<file path="config.mk">
export PLATFORM = sky130hd
export DESIGN_NAME = positional_list_store
export DESIGN_NICKNAME = d
export VERILOG_FILES = /design/src/sv/pls_pkg.sv /design/src/sv/pls_cell.sv /design/src/sv/pls_chain.sv /design/src/sv/positional_list_store.sv
export SDC_FILE = /design/constraint.sdc
export NUM_CORES = 2
export LEC_CHECK = 0
export BUFFER_PORTS_ARGS = -buffer_cell sky130_fd_sc_hd__buf_2
export CORE_MARGIN = 2
export CORE_UTILIZATION = 64
export DETAILED_ROUTE_END_ITERATION = 7
export GPL_TIMING_DRIVEN = 0
export MAX_ROUTING_LAYER = met4
export PLACE_DENSITY = 0.87
export SETUP_SLACK_MARGIN = 0.02
export SYNTH_ARGS = -nofsm -noshare
export SYNTH_HDL_FRONTEND = slang
export SYNTH_SLANG_ARGS = --single-unit
export TNS_END_PERCENT = 30
</file>
<file path="constraint.sdc">
create_clock -name aclk -period 11.4 [get_ports aclk]
set_input_delay 2.28 -clock aclk [delete_from_list [all_inputs] [get_ports aclk]]
set_output_delay 2.28 -clock aclk [all_outputs]
set_load 0.02 [all_outputs]
</file>
<file path="src/sv/pls_pkg.sv">
// Package for positional_list_store: list capacity, derived widths, command codes,
// item structs and the per-cell control struct.
// No dependencies.
package pls_pkg;

    localparam int CAPACITY = 32;
    localparam int POS_W    = 6;
    localparam int DATA_W   = 32;
    localparam int LEN_W    = 6;
    localparam int CNT_W    = $clog2(CAPACITY + 1);
    localparam int IDX_W    = (CAPACITY > 1) ? $clog2(CAPACITY) : 1;
    localparam int CMP_W    = ((CNT_W > POS_W) ? CNT_W : POS_W) + 1;

    localparam logic [1:0] CMD_READ   = 2'd0;
    localparam logic [1:0] CMD_INSERT = 2'd1;
    localparam logic [1:0] CMD_DELETE = 2'd2;

    localparam logic STATUS_OK  = 1'b0;
    localparam logic STATUS_ERR = 1'b1;

    typedef struct packed {
        logic [1:0]               cmd;
        logic [POS_W-1:0]         position;
        logic signed [DATA_W-1:0] value;
    } s_item_t;

    typedef struct packed {
        logic                     status;
        logic signed [DATA_W-1:0] read_value;
        logic [LEN_W-1:0]         list_length;
    } m_item_t;

    typedef struct packed {
        logic load;
        logic shift_up;
        logic shift_down;
    } cell_ctl_t;

endpackage

</file>
<file path="src/sv/pls_cell.sv">
// One list slot: a word register that holds, loads a new value, or takes
// the word of its lower or upper neighbor. Depends on pls_pkg.
module pls_cell import pls_pkg::*; (
    input  logic                     aclk,
    input  cell_ctl_t                ctl,
    input  logic signed [DATA_W-1:0] load_data,
    input  logic signed [DATA_W-1:0] lower_data,
    input  logic signed [DATA_W-1:0] upper_data,
    output logic signed [DATA_W-1:0] data
);

    logic signed [DATA_W-1:0] data_reg;
    logic signed [DATA_W-1:0] data_next;

    always_comb begin
        data_next = data_reg;
        if (ctl.load) begin
            data_next = load_data;
        end else if (ctl.shift_up) begin
            data_next = lower_data;
        end else if (ctl.shift_down) begin
            data_next = upper_data;
        end
    end

    always_ff @(posedge aclk) begin
        data_reg <= data_next;
    end

    assign data = data_reg;

endmodule

</file>
<file path="src/sv/pls_chain.sv">
// Row of CAPACITY list cells wired to their neighbors, plus the read select.
// Depends on pls_pkg and pls_cell.
module pls_chain import pls_pkg::*; (
    input  logic                     aclk,
    input  cell_ctl_t                ctl [CAPACITY],
    input  logic signed [DATA_W-1:0] load_data,
    input  logic [IDX_W-1:0]         rd_idx,
    output logic signed [DATA_W-1:0] rd_data
);

    logic signed [DATA_W-1:0] cell_data [CAPACITY];

    for (genvar k = 0; k < CAPACITY; k++) begin : g_cell
        logic signed [DATA_W-1:0] lower_w;
        logic signed [DATA_W-1:0] upper_w;

        if (k == 0) begin : g_first
            assign lower_w = '0;
        end else begin : g_lower
            assign lower_w = cell_data[k-1];
        end

        if (k == CAPACITY - 1) begin : g_last
            assign upper_w = '0;
        end else begin : g_upper
            assign upper_w = cell_data[k+1];
        end

        pls_cell u_cell (
            .aclk       (aclk),
            .ctl        (ctl[k]),
            .load_data  (load_data),
            .lower_data (lower_w),
            .upper_data (upper_w),
            .data       (cell_data[k])
        );
    end

    assign rd_data = cell_data[rd_idx];

endmodule

</file>
<file path="src/sv/positional_list_store.sv">
// Top level of positional_list_store: command decode, length register,
// per-cell shift controls and result register. Depends on pls_pkg, pls_chain.
//
//   port group        dir  handshake          payload
//   s_*  commands     in   s_valid / s_ready  s_item  (cmd, position, value)
//   m_*  results      out  m_valid / m_ready  m_item  (status, read_value, list_length)
//
// One item per cycle unless m_ready stalls the result register: a command is
// decoded, the cell row shifts or loads, and the result is registered in the same cycle.
// The single result register sets the rate; s_ready is high whenever it is
// empty or being drained. Reset clears the length and the result valid;
// cell contents are left as they are and are only read below the length.
module positional_list_store import pls_pkg::*; (
    input  logic    aclk,
    input  logic    aresetn,
    input  logic    s_valid,
    output logic    s_ready,
    input  s_item_t s_item,
    output logic    m_valid,
    input  logic    m_ready,
    output m_item_t m_item
);

    logic [CNT_W-1:0] count_reg;
    logic [CNT_W-1:0] count_next;
    logic             m_valid_reg;
    logic             m_valid_next;
    m_item_t          m_item_reg;
    m_item_t          m_item_next;

    logic             accept;
    logic [CMP_W-1:0] pos_ext;
    logic [CMP_W-1:0] cnt_ext;
    logic [CMP_W-1:0] idx_ext;
    logic             pos_nonzero;
    logic             pos_in_list;
    logic             rd_ok;
    logic             ins_ok;
    logic             del_ok;
    cell_ctl_t        ctl [CAPACITY];
    logic signed [DATA_W-1:0] rd_data;

    assign accept      = s_valid && s_ready;
    assign s_ready     = !m_valid_reg || m_ready;

    assign pos_ext     = CMP_W'(s_item.position);
    assign cnt_ext     = CMP_W'(count_reg);
    assign idx_ext     = pos_ext - CMP_W'(1);
    assign pos_nonzero = (s_item.position != '0);
    assign pos_in_list = pos_nonzero && (pos_ext <= cnt_ext);

    assign rd_ok  = (s_item.cmd == CMD_READ) && pos_in_list;
    assign del_ok = (s_item.cmd == CMD_DELETE) && pos_in_list;
    assign ins_ok = (s_item.cmd == CMD_INSERT) && pos_nonzero
                    && (cnt_ext < CMP_W'(CAPACITY))
                    && (pos_ext <= cnt_ext + CMP_W'(1));

    for (genvar k = 0; k < CAPACITY; k++) begin : g_ctl
        always_comb begin
            ctl[k].load       = accept && ins_ok && (CMP_W'(k) == idx_ext);
            ctl[k].shift_up   = accept && ins_ok && (CMP_W'(k) > idx_ext);
            ctl[k].shift_down = accept && del_ok && (CMP_W'(k) >= idx_ext);
        end
    end

    pls_chain u_chain (
        .aclk      (aclk),
        .ctl       (ctl),
        .load_data (s_item.value),
        .rd_idx    (idx_ext[IDX_W-1:0]),
        .rd_data   (rd_data)
    );

    always_comb begin
        count_next   = count_reg;
        m_valid_next = m_valid_reg;
        m_item_next  = m_item_reg;
        if (m_ready) begin
            m_valid_next = 1'b0;
        end
        if (accept) begin
            if (ins_ok) begin
                count_next = count_reg + CNT_W'(1);
            end else if (del_ok) begin
                count_next = count_reg - CNT_W'(1);
            end
            m_valid_next            = 1'b1;
            m_item_next.status      = (rd_ok || ins_ok || del_ok) ? STATUS_OK : STATUS_ERR;
            m_item_next.read_value  = (rd_ok || del_ok) ? rd_data : '0;
            m_item_next.list_length = LEN_W'(count_next);
        end
    end

    always_ff @(posedge aclk) begin
        if (!aresetn) begin
            count_reg   <= '0;
            m_valid_reg <= 1'b0;
        end else begin
            count_reg   <= count_next;
            m_valid_reg <= m_valid_next;
        end
        m_item_reg <= m_item_next;
    end

    assign m_valid = m_valid_reg;
    assign m_item  = m_item_reg;

    a_count_bound: assert property (@(posedge aclk) disable iff (!aresetn)
        CMP_W'(count_reg) <= CMP_W'(CAPACITY))
        else $error("list length above capacity");

    a_insert_grows: assert property (@(posedge aclk) disable iff (!aresetn)
        (accept && ins_ok) |=> (count_reg == $past(count_reg) + CNT_W'(1)))
        else $error("successful insert did not grow the list");

    a_error_keeps: assert property (@(posedge aclk) disable iff (!aresetn)
        (accept && !(rd_ok || ins_ok || del_ok)) |=>
            ($stable(count_reg) && m_item.status == STATUS_ERR && m_item.read_value == '0))
        else $error("failed command changed the list or returned data");

    a_length_match: assert property (@(posedge aclk) disable iff (!aresetn)
        accept |=> (m_item.list_length == LEN_W'(count_reg)))
        else $error("reported length differs from stored length");

endmodule

</file>
Word level (Yosys, flattened, before mapping)
Index checks and enable logic that the tools add are counted.
{"block": "word_totals", "reg_bits": 1070, "latch_bits": 0, "ramBits": 0, "mem_bits_ro": 0, "inputBits": 44, "out_inout_bits": 41, "elab_cells": 393, "n_memories": 0}
{"block": "classes", "addsub": 4, "n_mul": 0, "div_mod_pow": 0, "magnitude_cmp": 68, "eq_ne": 33, "shift": 0, "mux": 104, "n_bitwise": 1, "reduce_logical": 146}
{"op": "$mux W32", "count": 98}
{"op": "$bmux W32 S5", "count": 1}
{"op": "$eq A5 B7 Y1 const A", "count": 16}
{"op": "$ge A5 B7 Y1 const A", "count": 16}
{"op": "$gt A5 B7 Y1 const A", "count": 16}
{"op": "$logic_and A1 B1 Y1", "count": 105}
{"op": "$reduce_bool A3 Y1", "count": 32}
{"op": "$eq A4 B7 Y1 const A", "count": 8}
{"op": "$ge A4 B7 Y1 const A", "count": 8}
{"op": "$gt A4 B7 Y1 const A", "count": 8}
{"op": "$eq A3 B7 Y1 const A", "count": 4}
{"op": "$ge A3 B7 Y1 const A", "count": 4}
{"op": "$gt A3 B7 Y1 const A", "count": 4}
{"op": "$eq A2 B7 Y1 const A", "count": 2}
{"op": "$ge A1 B7 Y1 const A", "count": 2}
{"op": "$ge A2 B7 Y1 const A", "count": 2}
{"op": "$gt A1 B7 Y1 const A", "count": 2}
{"op": "$gt A2 B7 Y1 const A", "count": 2}
{"op": "$mux W6", "count": 2}
{"op": "$add A6 B1 Y7 const B", "count": 1}
{"op": "$eq A1 B7 Y1 const A", "count": 1}
{"op": "$le A6 B7 Y1", "count": 1}
{"op": "$logic_not A7 Y1", "count": 1}
{"op": "$sub A6 B1 Y7 const B", "count": 1}
{"op": "14 further kinds", "count": 19}

Logic depth before layout (Yosys ltp)
{"block": "logic_depth", "word_depth": 8, "depth_mapped": 16, "depth_no_buf": 12}

By module
Synthesis repeated with hierarchy kept, for this count alone.
{"block": "hier_totals", "hier_cells": 6038, "hier_area_um2": 65768.1}
{"mod": "pls_cell", "n_inst": 32, "cells_each": 140, "area_each_um2": 1672.9, "seq_area_each_um2": 960.9}
{"mod": "pls_chain", "n_inst": 1, "cells_each": 1159, "area_each_um2": 8891.0, "seq_area_each_um2": 0.0}
{"mod": "positional_list_store", "n_inst": 1, "cells_each": 399, "area_each_um2": 3345.7, "seq_area_each_um2": 1311.3}

Worst setup path after synthesis
Ideal clock, no wire load.
{"block": "synth_path", "path_type": "input-to-reg", "start": "in s_item[32] in the netlist's numbering", "end": "reg u_chain.g_cell[17].u_cell.data_reg[0] (enable)", "arrival_ps": 9748, "required_time_ps": 10806, "path_slack_ps": 1058, "stages": 11, "n_path_buf": 6, "path_cell_list": "buf_2 buf_1 inv_1 ha_1 clkbuf_1 clkbuf_1 clkbuf_1 clkbuf_1 nand2_1 a221o_1 a2111oi_0"}
{"block": "synth_between", "elab_chain_cells": 7, "elab_cells_between_ends": 18, "classes_between": "1 x add/sub; 4 x order compare; 1 x eq/ne; 12 x reduce/logical"}
{"item": "start: declaration", "line": "positional_list_store.sv:18", "text": "input s_item_t s_item,"}
{"item": "parallel branches: the longest is 6 deep, another holds $sub A6 B1 Y7"}
{"item": "$reduce_bool A3 Y1 (no source line) (*)"}
{"item": "end signal: assignment", "line": "pls_cell.sv:27", "text": "data_reg <= data_next;"}
{"item": "end: declaration", "line": "pls_cell.sv:12", "text": "logic signed [DATA_W-1:0] data_reg;"}
Every way passes the cells marked *.
A chain may end at the register's enable or synchronous reset.

Final worst setup path
{"block": "layout_path", "start": "in s_item[32] in the netlist's numbering", "end": "reg m_item_reg, in the netlist m_item[37] (data pin)"}
{"block": "layout_between", "elab_chain_cells": 5, "elab_cells_between_ends": 11, "classes_between": "1 x add/sub; 1 x order compare; 3 x mux; 1 x bitwise; 5 x reduce/logical"}
{"item": "$sub A6 B1 Y7", "line": "positional_list_store.sv:48", "text": "assign idx_ext = pos_ext - CMP_W'(1);"}
{"item": "$not A5 Y6 (not written as such)", "line": "pls_chain.sv:39", "text": "assign rd_data = cell_data[rd_idx];"}
{"item": "$bmux W32 S5", "line": "pls_chain.sv:39"}
{"item": "$mux W32 (not written as such) (2 in series)", "line": "pls_chain.sv:39"}
{"item": "end signal: assignment", "line": "positional_list_store.sv:102", "text": "m_item_reg <= m_item_next;"}
{"item": "end: declaration", "line": "positional_list_store.sv:28", "text": "m_item_t m_item_reg;"}
Parallel ways exist; a longest one is shown, timed or not. The select of a mux whose other input is x is not followed.

==> results.cfg <==
[status]
violations = design-rule violations, max-capacitance violations, max-slew violations
outcome = finished with violations

[logic_synthesis]
avgSynthCellArea_um2 = 10.83
netlist_instances = 5643
async_flop_share_pct = 0
synth_top_area_share_pct = 52.21
ys_seq_area_share_pct = 52.44
synthFlopType = edfxtp_1
synth_top_family_by_area = multiplexers
synth_xor_xnor_area_share_pct = 0.2128
synth_edf_count = 1063
synthSimpleGateAreaFrac_pct = 12.47
yosys_warnings = 0
synth_seq_cells = 1070
syn_nets = 5705
synthMuxAreaShare_pct = 15.67
yosysTopAreaCell = edfxtp_1
synth.area.top_cells = edfxtp_1, mux4_2, mux2i_1, nand2_1, nor2_1
syn_area_mm2 = 0.06114
synthAdderAreaFrac_pct = 0.3684
synth-compound-area-share_pct = 14.73
yosysUniqueCellTypes = 75

[die]
die_w_um = 313.1
fp.dieH_um = 313.1
num_rows = 113
core_area_mm2 = 0.09487
die_area_mm2 = 0.09802
initial_core_util_pct = 64.44
io_pins = 85

[sta]
relSlewSlack_pct = -10.87
fin_worst_skew_ps = 47.93
clock.fmax_mhz = 113.0
hold_viol_final = 0
finalSetupViolCount = 0
worst-slew-pin-transition_ps = 1655
rsz0062_at_grt = no
finalCritPeriodShare_pct = 77.62
fin_crit_ps = 8848
report.final.slew_viol_count = 90
holdWs_ps = 539.5

[power]
p_seq_share_pct = 47.1
power_density_mw_per_mm2 = 137.1
p_sw_w = 0.002525
p_comb_share_pct = 11.2
leakage_nw = 22.96
ir_drop_mv = 0.1420
intPower_w = 0.006787
power_frac_clock_pct = 41.8
switching_share_pct = 27.12

[clocking]
cts_hold_buf = 0
cts_setup_buffers = 0
clock_latency_ps = 790
clock_path_buffers = 3
cts-root-buf = clkbuf_16
clock-sinks = 1070
cts_tree = built
cts_buffers = 115
clk_pin_slew_worst_paths_ps = 60
cts_resized = 0
htree_levels = 3

[critical_path]
critPathMaxStageDelay_ps = 1250
cp-start-kind = input port
crit_family = buffers and inverters
crit_path_max_fanout = 10
required_ps = 11900
slowest_stage = clkbuf_1
worstReg2RegEnd = u_chain.g_cell[3].u_cell.data[28]
crit_path_cell_trace = buf_2 > buf_2 > buf_1 > inv_1 > ha_1 > clkbuf_1 > clkbuf_1 > clkbuf_1 > clkbuf_1 > mux4_2 > nand2_1 > a21oi_1 > nor4_1 > nor2_1
reg2regPathDepth = 14
r2r_slack_ps = 5090
worstPathArrival_ps = 9350
worstSetupEndpointType = register
cp_common_cell = clkbuf_1
critPathBufInv = 8
regToRegStartpoint = count_reg[1]
criticalPathCategory = input port to register

[min_path]
worstHoldStart = m_valid
hold_class = register to register
hold_depth = 2
hold_end = m_valid

[finish]
nFillCells = 6786
layout.nets = 5948
final_common_cell = edfxtp_1
area_growth_pct = 11.09
largest_reg_flops = 1024
stdcell_count = 7260
drive_gt1_share_pct = 12.09
layout_common_cells = edfxtp_1, nand2_1, nor2_1

[drt]
drc = 40
dr_wl_met3_um = 45270
wl_met2_um = 105200
drt_iter0_drc = 13140
highest_layer = met4
avgRoutedWirePerCell_um = 36.22
num_vias = 56720
wl_um = 262900
met1_length_um = 83050
drt_first_pass_iters = 8
post_drt_via_cell_ratio = 7.812
drtAntennaViolNets = 0

[grt]
antenna_found_initial = 9
grt_usage_pct = 54.42
grt-ovfl-total = 0
grt_pass1_vias = 52360
grt_pass1_wl_um = 367800
grt_max_degree = 46

[place]
place_inst = 7033
dp_hpwl_um = 198600
gp_congestion = 1.215
port_buffers = 84

[job]
cap_violations = 10
power by group through the flow:
| stage | Clock [W] | Sequential, W | Combinational, W |
|---|---|---|---|
| floorplan | 0 | 0.00447 | 0.000517 |
| global placement | 0 | 0.00447 | 0.000916 |
| detailed placement | 0 | 0.00447 | 0.000951 |
| CTS | 0.00381 | 0.00438 | 0.000956 |
| global route | 0.00396 | 0.00439 | 0.00103 |
| finish | 0.00389 | 0.00439 | 0.00104 |
worst register-to-register path, cell delays in order, from the launching register on:
cell	delay [ps]
dfxtp_1	450
ha_1	320
nand3_1	180
xnor2_1	340
inv_1	80
ha_1	290
a21o_1	160
a21o_1	180
o21ai_1	930
nand2_1	440
a21o_1	350
clkbuf_1	640
nor3_2	1110
buf_6	290
buf_6	200
cell families (layout without fill, tap and decap cells):
family                     Yosys count  count (layout)
and+or+nand+nor                   1845            1845
buffers and inverters              640             979
other                                0              13
DFF                               1070            1070
xor gates and xnor gates            14              14
AOI/OAI and AO/OA                 1419            1419
adders and majority gates           18              18
muxes                              637             637
final cells by class:
type | count | area [um2] | share of cell area [%]
Sequential cell | 1070 | 32060 | 47.20
Multi-Input combinational cell | 3933 | 26860 | 39.55
Clock buffer | 145 | 3030 | 4.462
Buffer | 551 | 2200 | 3.238
Tap cell | 1265 | 1583 | 2.330
Timing Repair Buffer | 126 | 1097 | 1.616
Clock inverter | 68 | 718.2 | 1.057
Inverter | 89 | 335.3 | 0.4937
Antenna cell | 13 | 32.53 | 0.04790
worst max-delay path by stage:
stage | from | to | slack, ps | depth (start not counted)
2_1_floorplan | s_item[32] | u_chain.g_cell[17].u_cell.data[0] | 1060 | 11
3_3_place_gp | s_item[32] | u_chain.g_cell[17].u_cell.data[28] | -5020 | 12
3_5_place_dp | s_item[32] | m_item[6] | 2410 | 14
4_1_cts | s_item[32] | m_item[6] | 3160 | 14
5_1_grt | s_item[32] | m_item[37] | 2950 | 14
6_report | s_item[32] | m_item[37] | 2550 | 14
Yosys cell counts, drive strengths merged (3+ instances only):
| library cell | count |
|---|---|
| o21a | 4 |
| and2 | 14 |
| a22o | 64 |
| a21oi | 339 |
| or2 | 10 |
| ha | 18 |
| nand4 | 10 |
| mux2i | 381 |
| buf | 124 |
| nand3 | 40 |
| a31o | 4 |
| nor2 | 586 |
| o21ai | 374 |
| dfxtp | 7 |
| or3 | 22 |
| edfxtp | 1063 |
| nor2b | 20 |
| a2111oi | 3 |
| mux4 | 256 |
| clkbuf | 427 |
| a221o | 44 |
| nand3b | 5 |
| a31oi | 41 |
| a22oi | 209 |
| and3 | 38 |
| a211oi | 8 |
| nor3b | 6 |
| xnor2 | 12 |
| a221oi | 19 |
| inv | 88 |
| o31ai | 5 |
| o221a | 20 |
| nand2 | 979 |
| a21o | 8 |
| a222oi | 44 |
| o211ai | 4 |
| o22ai | 215 |
| nor3 | 57 |
| nand2b | 9 |
| nor4 | 39 |
metrics by stage:
step | cell area [um2] | setup slack, ps | utilization [%] | total power [W] | setup TNS, ps
after floorplan | 61140 | 1058 | - | 0.004985 | 0
after global placement | 63140 | -5024 | 66.56 | 0.005387 | -176470
after detailed placement | 64110 | 2411 | 67.58 | 0.005417 | 0
after CTS | 67860 | 3161 | 71.53 | 0.009148 | 0
after global routing | 67910 | 2954 | 71.58 | 0.009375 | 0
final | 67920 | 2552 | 71.59 | 0.009312 | 0
per-layer routing:
metal	global-route usage, %	up-vias
met1	66.72	26590
li1	-	21890
met4	46.42	0
met2	71.59	6734
met5	-	-
met3	19.02	1502
Note: power is estimated with default switching activity, not from simulation.
